File: src/hw/rtl/wts_pkg.sv
// Shared types and constants for the windowed trend statistics block.
// Used by the front end, the job queue, the back end and the top level.
// Has no dependencies.
package wts_pkg;

    localparam int unsigned CNT_W = 17;
    localparam int unsigned SMP_W = 24;
    localparam int unsigned SQ_W = 48;
    localparam int unsigned SUM_W = 41;
    localparam int unsigned SSQ_W = 63;
    localparam int unsigned OUT_W = 32;

    localparam logic [CNT_W-1:0] LEN_RESET = 17'd1024;

    localparam int unsigned QDEPTH = 2;
    localparam int unsigned QPTR_W = $clog2(QDEPTH);
    localparam int unsigned QLVL_W = $clog2(QDEPTH + 1);

    localparam int unsigned MEAN_SHIFT = 8;
    localparam int unsigned MS_SHIFT = 16;
    localparam int unsigned DVD_W = SSQ_W + MS_SHIFT;
    localparam int unsigned STEP_W = $clog2(DVD_W);
    localparam int unsigned RAD_W = 64;
    localparam int unsigned ROOT_W = RAD_W / 2;
    localparam int unsigned SQRT_STEPS = RAD_W / 2;
    localparam int unsigned REM_W = ROOT_W + 2;

    typedef struct packed {
        logic [CNT_W-1:0]        count;
        logic signed [SMP_W-1:0] minimum;
        logic signed [SMP_W-1:0] maximum;
        logic signed [SUM_W-1:0] sum;
        logic [SSQ_W-1:0]        sum_sq;
    } t_job;

    typedef struct packed {
        logic              empty;
        logic              full;
        logic [QLVL_W-1:0] level;
    } t_qstat;

    typedef enum logic [1:0] {
        S_IDLE,
        S_DIVIDE,
        S_SQRT,
        S_DONE
    } t_bstate;

endpackage

File: src/hw/rtl/windowed_trend_statistics.sv
// Windowed trend statistics: count, minimum, maximum, mean and rms per window.
// The input channel takes one signed sample per word on i_in_valid/o_in_stall.
// i_cfg_we with i_cfg_wdata sets the window length; zero acts as one and values
// above MAX_WINDOW act as MAX_WINDOW. Write it only while the block is idle.
// After each window fills, one result word leaves on o_out_valid/i_out_stall
// with count, minimum, maximum, mean and rms; mean and rms carry 8 fractional
// bits, mean truncated toward zero and rms floored.
// Samples are taken one per cycle while o_in_stall is low. The closing sample's
// result is squared and accumulated, written to the queue, popped, run through
// 79 steps of the bit-serial dividers and 32 steps of the two-bit square root
// and then loaded into the output register. The back end takes one window at
// a time; a two-entry queue holds finished windows, and shorter windows stall
// the input once it is full.
// A stalled result stays in the output register while the back end works on
// the next window. Reset sets the window length to 1024 and empties the
// pipeline, the queue and the output register.
module windowed_trend_statistics #(
    parameter int unsigned SAMPLE_BITS = 24,
    parameter int unsigned MAX_WINDOW = 65536
) (
    input  logic                             i_clk,
    input  logic                             i_rst_n,
    input  logic                             i_cfg_we,
    input  logic [wts_pkg::CNT_W-1:0]        i_cfg_wdata,
    input  logic                             i_in_valid,
    output logic                             o_in_stall,
    input  logic signed [wts_pkg::SMP_W-1:0] i_sample,
    output logic                             o_out_valid,
    input  logic                             i_out_stall,
    output logic [wts_pkg::CNT_W-1:0]        o_count,
    output logic signed [wts_pkg::SMP_W-1:0] o_minimum,
    output logic signed [wts_pkg::SMP_W-1:0] o_maximum,
    output logic signed [wts_pkg::OUT_W-1:0] o_mean_value,
    output logic [wts_pkg::OUT_W-1:0]        o_rms_value
);
    import wts_pkg::*;

    t_job   push_job;
    t_job   head_job;
    t_qstat qstat;
    logic   push;
    logic   pop;

    wts_front #(
        .SAMPLE_BITS(SAMPLE_BITS),
        .MAX_WINDOW (MAX_WINDOW)
    ) u_front (
        .i_clk      (i_clk),
        .i_rst_n    (i_rst_n),
        .i_cfg_we   (i_cfg_we),
        .i_cfg_wdata(i_cfg_wdata),
        .i_in_valid (i_in_valid),
        .o_in_stall (o_in_stall),
        .i_sample   (i_sample),
        .i_qstat    (qstat),
        .o_push     (push),
        .o_job      (push_job)
    );

    wts_queue u_queue (
        .i_clk  (i_clk),
        .i_rst_n(i_rst_n),
        .i_push (push),
        .i_job  (push_job),
        .i_pop  (pop),
        .o_job  (head_job),
        .o_qstat(qstat)
    );

    wts_back u_back (
        .i_clk       (i_clk),
        .i_rst_n     (i_rst_n),
        .i_job       (head_job),
        .i_qstat     (qstat),
        .o_pop       (pop),
        .o_out_valid (o_out_valid),
        .i_out_stall (i_out_stall),
        .o_count     (o_count),
        .o_minimum   (o_minimum),
        .o_maximum   (o_maximum),
        .o_mean_value(o_mean_value),
        .o_rms_value (o_rms_value)
    );

endmodule

File: src/hw/rtl/wts_front.sv
// Front end: holds the window length register, accepts samples, squares them
// and accumulates count, minimum, maximum, sum and sum of squares per window.
// Depends on wts_pkg; pushes finished windows into wts_queue.
module wts_front #(
    parameter int unsigned SAMPLE_BITS = 24,
    parameter int unsigned MAX_WINDOW = 65536
) (
    input  logic                        i_clk,
    input  logic                        i_rst_n,
    input  logic                        i_cfg_we,
    input  logic [wts_pkg::CNT_W-1:0]   i_cfg_wdata,
    input  logic                        i_in_valid,
    output logic                        o_in_stall,
    input  logic [wts_pkg::SMP_W-1:0]   i_sample,
    input  wts_pkg::t_qstat             i_qstat,
    output logic                        o_push,
    output wts_pkg::t_job               o_job
);
    import wts_pkg::*;

    logic [CNT_W-1:0]        r_len;
    logic [CNT_W-1:0]        r_count;
    logic                    r_v;
    logic                    r_first;
    logic                    r_last;
    logic [CNT_W-1:0]        r_n;
    logic signed [SMP_W-1:0] r_s;
    logic [SQ_W-1:0]         r_sq;
    logic signed [SMP_W-1:0] r_min;
    logic signed [SMP_W-1:0] r_max;
    logic signed [SUM_W-1:0] r_sum;
    logic [SSQ_W-1:0]        r_ssq;

    logic                    accept;
    logic signed [SMP_W-1:0] s_ext;
    logic [SMP_W-1:0]        mag;
    logic [SQ_W-1:0]         sq;
    logic [CNT_W-1:0]        len_eff;
    logic [CNT_W-1:0]        cnt_next;
    logic                    is_last;
    logic signed [SMP_W-1:0] n_min;
    logic signed [SMP_W-1:0] n_max;
    logic signed [SUM_W-1:0] n_sum;
    logic [SSQ_W-1:0]        n_ssq;
    logic [QLVL_W:0]         pending;

    assign s_ext = SMP_W'($signed(i_sample[SAMPLE_BITS-1:0]));
    assign mag = s_ext[SMP_W-1] ? SMP_W'(-s_ext) : SMP_W'(s_ext);
    assign sq = SQ_W'(mag) * SQ_W'(mag);

    always_comb begin
        priority if (r_len == '0) begin
            len_eff = CNT_W'(1);
        end else if (r_len > CNT_W'(MAX_WINDOW)) begin
            len_eff = CNT_W'(MAX_WINDOW);
        end else begin
            len_eff = r_len;
        end
    end

    assign cnt_next = r_count + CNT_W'(1);
    assign is_last = (cnt_next >= len_eff);

    assign o_push = r_v && r_last;
    assign pending = {1'b0, i_qstat.level} + (QLVL_W + 1)'(o_push);
    assign o_in_stall = (pending >= (QLVL_W + 1)'(QDEPTH));
    assign accept = i_in_valid && !o_in_stall;

    always_comb begin
        if (r_first) begin
            n_min = r_s;
            n_max = r_s;
            n_sum = SUM_W'(r_s);
            n_ssq = SSQ_W'(r_sq);
        end else begin
            n_min = (r_s < r_min) ? r_s : r_min;
            n_max = (r_s > r_max) ? r_s : r_max;
            n_sum = r_sum + SUM_W'(r_s);
            n_ssq = r_ssq + SSQ_W'(r_sq);
        end
    end

    assign o_job.count = r_n;
    assign o_job.minimum = n_min;
    assign o_job.maximum = n_max;
    assign o_job.sum = n_sum;
    assign o_job.sum_sq = n_ssq;

    always_ff @(posedge i_clk) begin
        if (!i_rst_n) begin
            r_len <= LEN_RESET;
            r_count <= '0;
            r_v <= 1'b0;
        end else begin
            if (i_cfg_we) begin
                r_len <= i_cfg_wdata;
            end
            r_v <= accept;
            if (accept) begin
                r_count <= is_last ? '0 : cnt_next;
            end
        end
    end

    always_ff @(posedge i_clk) begin
        if (accept) begin
            r_s <= s_ext;
            r_sq <= sq;
            r_first <= (r_count == '0);
            r_last <= is_last;
            r_n <= cnt_next;
        end
        if (r_v) begin
            r_min <= n_min;
            r_max <= n_max;
            r_sum <= n_sum;
            r_ssq <= n_ssq;
        end
    end

endmodule

File: src/hw/rtl/wts_queue.sv
// Short queue of finished windows between the front end and the back end.
// Depends on wts_pkg for the job type and the queue depth.
module wts_queue (
    input  logic            i_clk,
    input  logic            i_rst_n,
    input  logic            i_push,
    input  wts_pkg::t_job   i_job,
    input  logic            i_pop,
    output wts_pkg::t_job   o_job,
    output wts_pkg::t_qstat o_qstat
);
    import wts_pkg::*;

    t_job              r_mem [QDEPTH];
    logic [QPTR_W-1:0] r_wr_ptr;
    logic [QPTR_W-1:0] r_rd_ptr;
    logic [QLVL_W-1:0] r_level;

    assign o_job = r_mem[r_rd_ptr];
    assign o_qstat.empty = (r_level == '0);
    assign o_qstat.full = (r_level == QLVL_W'(QDEPTH));
    assign o_qstat.level = r_level;

    always_ff @(posedge i_clk) begin
        if (i_push) begin
            r_mem[r_wr_ptr] <= i_job;
        end
    end

    always_ff @(posedge i_clk) begin
        if (!i_rst_n) begin
            r_wr_ptr <= '0;
            r_rd_ptr <= '0;
            r_level <= '0;
        end else begin
            if (i_push) begin
                r_wr_ptr <= (r_wr_ptr == QPTR_W'(QDEPTH - 1)) ? '0 : r_wr_ptr + QPTR_W'(1);
            end
            if (i_pop) begin
                r_rd_ptr <= (r_rd_ptr == QPTR_W'(QDEPTH - 1)) ? '0 : r_rd_ptr + QPTR_W'(1);
            end
            r_level <= r_level + QLVL_W'(i_push) - QLVL_W'(i_pop);
        end
    end

    a_level_bound: assert property (@(posedge i_clk) disable iff (!i_rst_n)
        r_level <= QLVL_W'(QDEPTH))
        else $error("Queue level exceeds its depth.");

    a_no_overflow: assert property (@(posedge i_clk) disable iff (!i_rst_n)
        o_qstat.full |-> !i_push)
        else $error("Word pushed into a full queue.");

    a_no_underflow: assert property (@(posedge i_clk) disable iff (!i_rst_n)
        o_qstat.empty |-> !i_pop)
        else $error("Word popped from an empty queue.");

endmodule

File: src/hw/rtl/wts_back.sv
// Back end: takes one finished window from the queue, divides the scaled sum
// and sum of squares by the count one bit a cycle, then takes the square root
// two bits a cycle and holds the result in an output register. Uses wts_pkg.
module wts_back (
    input  logic                             i_clk,
    input  logic                             i_rst_n,
    input  wts_pkg::t_job                    i_job,
    input  wts_pkg::t_qstat                  i_qstat,
    output logic                             o_pop,
    output logic                             o_out_valid,
    input  logic                             i_out_stall,
    output logic [wts_pkg::CNT_W-1:0]        o_count,
    output logic signed [wts_pkg::SMP_W-1:0] o_minimum,
    output logic signed [wts_pkg::SMP_W-1:0] o_maximum,
    output logic signed [wts_pkg::OUT_W-1:0] o_mean_value,
    output logic [wts_pkg::OUT_W-1:0]        o_rms_value
);
    import wts_pkg::*;

    t_bstate                 r_state;
    t_bstate                 n_state;
    logic [STEP_W-1:0]       r_step;
    logic [CNT_W-1:0]        r_n;
    logic signed [SMP_W-1:0] r_min;
    logic signed [SMP_W-1:0] r_max;
    logic                    r_neg;
    logic [DVD_W-1:0]        r_mdvd;
    logic [DVD_W-1:0]        r_sdvd;
    logic [CNT_W-1:0]        r_mrem;
    logic [CNT_W-1:0]        r_srem;
    logic [RAD_W-1:0]        r_rad;
    logic [ROOT_W-1:0]       r_root;
    logic [REM_W-1:0]        r_rem;
    logic                    r_out_valid;

    logic                    out_free;
    logic                    load_out;
    logic                    div_last;
    logic                    sqrt_last;
    logic [SUM_W-1:0]        sum_mag;
    logic [CNT_W:0]          m_sh;
    logic [CNT_W:0]          s_sh;
    logic                    m_ge;
    logic                    s_ge;
    logic [DVD_W-1:0]        s_quot;
    logic [REM_W+1:0]        r_sh;
    logic [REM_W+1:0]        trial;
    logic                    r_ge;
    logic [OUT_W-1:0]        mean_mag;

    assign out_free = !r_out_valid || !i_out_stall;
    assign div_last = (r_step == STEP_W'(DVD_W - 1));
    assign sqrt_last = (r_step == STEP_W'(SQRT_STEPS - 1));

    always_comb begin
        n_state = r_state;
        unique case (r_state)
            S_IDLE: begin
                if (!i_qstat.empty) begin
                    n_state = S_DIVIDE;
                end
            end
            S_DIVIDE: begin
                if (div_last) begin
                    n_state = S_SQRT;
                end
            end
            S_SQRT: begin
                if (sqrt_last) begin
                    n_state = S_DONE;
                end
            end
            S_DONE: begin
                if (out_free) begin
                    n_state = S_IDLE;
                end
            end
            default: begin
                n_state = S_IDLE;
            end
        endcase
    end

    always_comb begin
        o_pop = 1'b0;
        load_out = 1'b0;
        unique case (r_state)
            S_IDLE: begin
                o_pop = !i_qstat.empty;
            end
            S_DONE: begin
                load_out = out_free;
            end
            default: begin
                o_pop = 1'b0;
            end
        endcase
    end

    assign sum_mag = i_job.sum[SUM_W-1] ? SUM_W'(-i_job.sum) : SUM_W'(i_job.sum);

    assign m_sh = {r_mrem, r_mdvd[DVD_W-1]};
    assign s_sh = {r_srem, r_sdvd[DVD_W-1]};
    assign m_ge = (m_sh >= {1'b0, r_n});
    assign s_ge = (s_sh >= {1'b0, r_n});
    assign s_quot = {r_sdvd[DVD_W-2:0], s_ge};

    assign r_sh = {r_rem, r_rad[RAD_W-1 -: 2]};
    assign trial = {2'b00, r_root, 2'b01};
    assign r_ge = (r_sh >= trial);

    assign mean_mag = r_mdvd[OUT_W-1:0];

    always_ff @(posedge i_clk) begin
        if (!i_rst_n) begin
            r_state <= S_IDLE;
            r_step <= '0;
            r_out_valid <= 1'b0;
        end else begin
            r_state <= n_state;
            if (r_state != n_state) begin
                r_step <= '0;
            end else if (r_state == S_DIVIDE || r_state == S_SQRT) begin
                r_step <= r_step + STEP_W'(1);
            end
            if (load_out) begin
                r_out_valid <= 1'b1;
            end else if (!i_out_stall) begin
                r_out_valid <= 1'b0;
            end
        end
    end

    always_ff @(posedge i_clk) begin
        if (o_pop) begin
            r_n <= i_job.count;
            r_min <= i_job.minimum;
            r_max <= i_job.maximum;
            r_neg <= i_job.sum[SUM_W-1];
            r_mdvd <= DVD_W'({sum_mag, MEAN_SHIFT'(0)});
            r_sdvd <= {i_job.sum_sq, MS_SHIFT'(0)};
            r_mrem <= '0;
            r_srem <= '0;
        end
        if (r_state == S_DIVIDE) begin
            r_mdvd <= {r_mdvd[DVD_W-2:0], m_ge};
            r_sdvd <= s_quot;
            r_mrem <= CNT_W'(m_ge ? m_sh - {1'b0, r_n} : m_sh);
            r_srem <= CNT_W'(s_ge ? s_sh - {1'b0, r_n} : s_sh);
            if (div_last) begin
                r_rad <= s_quot[RAD_W-1:0];
                r_root <= '0;
                r_rem <= '0;
            end
        end
        if (r_state == S_SQRT) begin
            r_rad <= {r_rad[RAD_W-3:0], 2'b00};
            r_root <= {r_root[ROOT_W-2:0], r_ge};
            r_rem <= REM_W'(r_ge ? r_sh - trial : r_sh);
        end
        if (load_out) begin
            o_count <= r_n;
            o_minimum <= r_min;
            o_maximum <= r_max;
            o_mean_value <= r_neg ? $signed(-mean_mag) : $signed(mean_mag);
            o_rms_value <= r_root;
        end
    end

    assign o_out_valid = r_out_valid;

    a_start_divide: assert property (@(posedge i_clk) disable iff (!i_rst_n)
        o_pop |=> (r_state == S_DIVIDE && r_step == '0))
        else $error("Divider did not start from step zero after a pop.");

    a_divide_to_sqrt: assert property (@(posedge i_clk) disable iff (!i_rst_n)
        (r_state == S_DIVIDE && div_last) |=> (r_state == S_SQRT && r_step == '0))
        else $error("Square root did not follow the last divide step.");

    a_rms_range: assert property (@(posedge i_clk) disable iff (!i_rst_n)
        r_out_valid |-> (o_rms_value[OUT_W-1] == 1'b0 || o_rms_value == 32'h8000_0000))
        else $error("Root mean square result out of range.");

endmodule
File: config.mk
export PLATFORM = sky130hd
export DESIGN_NAME = windowed_trend_statistics
export DESIGN_NICKNAME = d
export VERILOG_FILES = /design/src/hw/rtl/wts_pkg.sv /design/src/hw/rtl/windowed_trend_statistics.sv /design/src/hw/rtl/wts_front.sv /design/src/hw/rtl/wts_queue.sv /design/src/hw/rtl/wts_back.sv
export SDC_FILE = /design/constraint.sdc
export NUM_CORES = 2
export LEC_CHECK = 0
export ABC_AREA = 1
export BUFFER_PORTS_ARGS = -buffer_cell sky130_fd_sc_hd__buf_4
export CORE_MARGIN = 3
export CORE_UTILIZATION = 40
export CTS_CLUSTER_SIZE = 8
export DETAILED_ROUTE_END_ITERATION = 16
export SLEW_MARGIN = 30
export SYNTH_ARGS = -nofsm -noshare
export SYNTH_HDL_FRONTEND = slang
export SYNTH_SLANG_ARGS = --single-unit
File: constraint.sdc
create_clock -name i_clk -period 33.1 [get_ports i_clk]
set_input_delay 4.965 -clock i_clk [delete_from_list [all_inputs] [get_ports i_clk]]
set_output_delay 4.965 -clock i_clk [all_outputs]
set_load 0.01 [all_outputs]
Yosys cells after proc, flatten, opt, wreduce, memory -nomap -nowiden --
Memories as Yosys holds them, arrays and structs flattened. A register that Yosys moved wholly into a read port is not among the register bits. Index checks and enable logic that the tools add are counted.
Storage, ports and cells: memories kept 1, output and inout port bits 131, memory bits (writable) 338, register bits 809
Memory list:
- u_queue.r_mem | words 2, bits a word 169, read ports 1, clocked after Yosys merged registers in 1, write ports 1, line wts_queue.sv:14 | t_job r_mem [QDEPTH];
Operators by class: muxes and demuxes 46, add/sub/neg operators 15, $lt $le $gt $ge 8, reduce and logical (&&, ||, !) cells 18, equality and inequality tests 7, bitwise gates (word level) 1, multipliers 1
Operators by type and width (number):
- two-way mux 79 bit | 4
- two-way mux 64 bit | 3
- two-way mux 17 bit | 8
- two-way mux 34 bit | 4
- two-way mux 32 bit | 4
- two-way mux 24 bit | 5
- two-way mux 41 bit | 2
- adder 63 x 48 -> 63 bit | 1
- two-way mux 63 bit | 1
- multiplier 24 x 24 -> 48 bit | 1
- adder 41 x 24 -> 41 bit | 1
- negator 41 bit | 1
- greater-or-equal comparator 18 x 17 -> 1 bit | 2
- greater-or-equal comparator 36 x 34 -> 1 bit | 1
- zero test 17 bit | 2
- subtractor 17 bit | 2
- subtractor 34 bit | 1
- negator 32 bit | 1
- greater-than comparator 24 bit | 1
- < comparator 24 bit | 1
- negator 24 bit | 1
- adder 17 x 1 -> 17 bit, second input constant | 1
- greater-or-equal comparator 17 bit | 1
- greater-than comparator 17 bit, second input constant | 1
- other kinds (23) | 46

Depth between registers and ports, before layout --
depth after elaboration 6, depth in mapped cells 41, gate-level depth less buffers 38

Modules after synthesis --
Synthesis repeated with hierarchy kept, for this count alone.
Second synthesis, totals: cells, all modules 8611, area, all modules 77725.8 µm²
Modules (own cells, without submodules):
- wts_front | instances 1, seq. area each 7937.6 µm², cells each 5249, area an instance 38475.7 µm²
- wts_back | instances 1, seq. area each 15705.1 µm², cells each 2803, area an instance 26410.3 µm²
- wts_queue | instances 1, seq. area each 10249.8 µm², cells each 559, area an instance 12839.8 µm²

Worst setup path after synthesis --
No wires, ideal clock.
path kind input-to-reg, start input port i_sample[0] (netlist name), end register u_front.r_sq[45] (data pin), arrival 12.011 ns, stages on the path 39, library setup time 0.252 ns, setup slack 20.837 ns, cell sequence inv_2 clkbuf_1 clkbuf_1 ha_1 nand3_2 nor2_2 inv_2 nor2_2 nand2_1 nand2_4 inv_2 nor2_1 nand2_1 nand2_2 buf_2 nand2_1 fa_1 fa_1 [3 not listed] fa_1 inv_1 fa_1 fa_1 inv_1 fa_1 inv_1 ha_1 nand2_1 nor2_1 inv_1 nor2_1 and3_1 nand2_1 nand3_1 nand3b_1 nand3_1 nand2_1
Between the ends: longest elaborated chain between the ends 3
RTL lines:
- from (decl) | line windowed_trend_statistics.sv:27 | input logic signed [wts_pkg::SMP_W-1:0] i_sample,
- negator 24 bit | line wts_front.sv:48 | assign mag = s_ext[SMP_W-1] ? SMP_W'(-s_ext) : SMP_W'(s_ext);
- two-way mux 24 bit (*) | line wts_front.sv:48
- multiplier 24 x 24 -> 48 bit (*) | line wts_front.sv:49 | assign sq = SQ_W'(mag) * SQ_W'(mag);
- via u_front.sq[45] | line wts_front.sv:37 | logic [SQ_W-1:0] sq;
- to (signal assigned) | line wts_front.sv:108 | r_sq <= sq;
- to (decl) | line wts_front.sv:28 | logic [SQ_W-1:0] r_sq;
Mark *: on every way through the listed nets, which the timed path passes. The rest lies on a longest branch. A chain may end at the register's enable or synchronous reset.

Final worst setup path --
start input port i_sample[0] (netlist name), end register u_front.r_sq[33] (data pin)
The elaborated chain is that of the path after synthesis.

==> results.json <==
{
  "startpoint_type": "primary input",
  "yosysTopAreaCell": "edfxtp_1",
  "yosys-top-cells-area": "edfxtp_1, fa_1, nand2_1, inv_1, ha_1",
  "wl_met3_mm": 10.8,
  "synth-seq-area-share_pct": 44.8,
  "avgSynthCellArea_sq_um": 9.04,
  "hold_class": "reg2reg",
  "fillerInstances": 18000,
  "num_rows": 159,
  "tightest_slew_ns": 1.02,
  "status": "finished, final reports clean",
  "routed-via-count": 56800,
  "rsz0062_at_grt": "false",
  "period_share_pct": 39.6,
  "cts.sinks": 1146,
  "cts_tree": "done",
  "crit_start": "i_sample[0]",
  "path_buf_inv": 9,
  "drt_iter0_markers": 3995,
  "routed.top_layer": "met4",
  "max_slew_margin_pct": 31.9,
  "grt_pass1_wl_mm": 325,
  "postCtsSetupBuffers": 0,
  "io_pins": 177,
  "synth_commonest_cells": "nand2_1, inv_1, edfxtp_1, nor2_1, fa_1",
  "m1WireLength_mm": 93.8,
  "grt_usage_pct": 21.4,
  "htreeDepth": 4,
  "end_kind": "register",
  "critPathSlowestCell": "clkinv_1",
  "hold_start": "u_back.r_min[18]",
  "yosysUniqueCellTypes": 57,
  "clkLatencyLatePin_ns": 0.80,
  "routabilityCongestion": 0.937,
  "cp.depth": 31,
  "clock_path_buffers": 3,
  "fin_skew_ns": 0.0623,
  "synth_top_area_share_pct": 43.4,
  "place_ws_ns": 19.33,
  "hold_depth": 0,
  "netlist_instances": 8380,
  "viasPerCell": 5.10,
  "synth_edf_count": 1094,
  "async_flop_share_pct": 0,
  "antenna_left": 0,
  "met2WireLength_mm": 96.2,
  "ctsHoldBuffers": 0,
  "coreArea_sq_mm": 0.188,
  "antenna_found_initial": 4,
  "dieArea_sq_mm": 0.195,
  "cts_buffers": 164,
  "postCtsResizedCells": 0,
  "die-height_um": 441,
  "num-nets-final": 9465,
  "fin_hold_ws_ns": 0.411,
  "critPathTopFamily": "adder cells",
  "drt-total-wl_mm": 206,
  "clk_pin_slew_worst_paths_ns": 0.05,
  "crit_required_ns": 33.71,
  "avgRoutedWirePerCell_um": 18.5,
  "reg2reg_depth": 12,
  "max_freq_mhz": 76.3,
  "area_growth_pct": 11.6,
  "arrival_ns": 13.72,
  "crit_type": "in2reg",
  "cap_viol_max_count": 0,
  "synth.most_common_cell": "nand2_1",
  "synth_flop_cell": "edfxtp_1",
  "die_x_um": 441,
  "floorplan.initialDensity_pct": 40.3,
  "drive_gt1_share_pct": 6.37,
  "layout_setup_ws_ns": 19.99,
  "grt_pass1_vias": 57300,
  "cpPeakStageDelay_ns": 0.62,
  "io_buffers": 176,
  "first_pass_iters": 6,
  "fin_crit_ns": 13.11,
  "grt-ovfl-total": 0,
  "syn_area_sq_mm": 0.0757,
  "ys_ff_latch": 1146,
  "worst-path-max-fanout": 21,
  "setup_viol": 0,
  "setup_tns_ns": 0,
  "slew_viol_final": 0,
  "dp_hpwl_mm": 156,
  "final_hold_viol_count": 0,
  "drc": 0,
  "synth-warning-count": 0,
  "clockRootBuffer": "clkbuf_16",
  "grt_max_degree": 103
}
[cell type report]
class	instances	area [sq um]	area share (%)
multi-input cells	5565	35400	41.9
flip-flops and latches	1146	33900	40.1
inverters	1475	5550	6.57
clock buffers	210	4340	5.13
well taps	2495	3120	3.69
repair buffers	231	1770	2.09
clock inverters	19	403	0.477
diodes	5	12.5	0.0148
[cell usage in the layout (no fill, tap or decap), drive strengths merged, types with 52 or more instances in the layout]
| cell type | count |
|---|---|
| a21oi | 384 |
| buf | 231 |
| clkbuf | 210 |
| dfxtp | 52 |
| edfxtp | 1094 |
| fa | 433 |
| ha | 403 |
| inv | 1470 |
| nand2 | 2171 |
| nand3 | 321 |
| nand4 | 111 |
| nor2 | 787 |
| nor3 | 88 |
| o21ai | 390 |
| xnor2 | 58 |
| xor2 | 111 |
[through the flow]
step	cells	area, sq um	utilization [%]
2_1_floorplan	8397	75800	-
5_1_grt	11100	84500	45.0
3_3_place_gp	10900	79700	42.4
3_5_place_dp	10900	79800	42.4
6_report	11100	84500	45.0
4_1_cts	11100	84500	44.9
[state kept, by name, indices dropped and copies added, names as in the netlist, 34 cells and up, named ones only]
signal         flops
u_front.r_ssq     63
u_queue.r_mem    338
u_back.r_rem      34
u_front.r_sum     41
u_front.r_sq      47
u_back.r_rad      64
u_back.r_sdvd     79
u_back.r_mdvd     79
[metal layers]
metal  vias to the layer above  GRT usage [%]
met1                     27500           29.6
met5                         -              0
met3                       318           2.99
met2                      1449           35.0
met4                         0           6.20
li1                      27500              -
[kinds of logic after synthesis]
group	share of synthesized area, %
AOI/OAI and AO/OA	7.05
xor gates and xnor gates	1.98
adders and majority gates	18.1
buffers and inverters	8.63
DFF	44.8
muxes	0.0149
other	0.00992
and+or+nand+nor	19.5
[path summary, 6_finish.rpt]
path | endpoint | slack, ns
hold / removal | u_back.o_minimum[18] | 0.41
setup reg to reg | u_back.r_mdvd[47] | 28.46
setup / recovery | u_front.r_sq[33] | 19.99
hold reg to reg | u_back.o_minimum[18] | 0.41
Power is left out: the tool's default activity adds up to more than one toggle a clock period on the data nets, which glitch-free logic cannot reach.
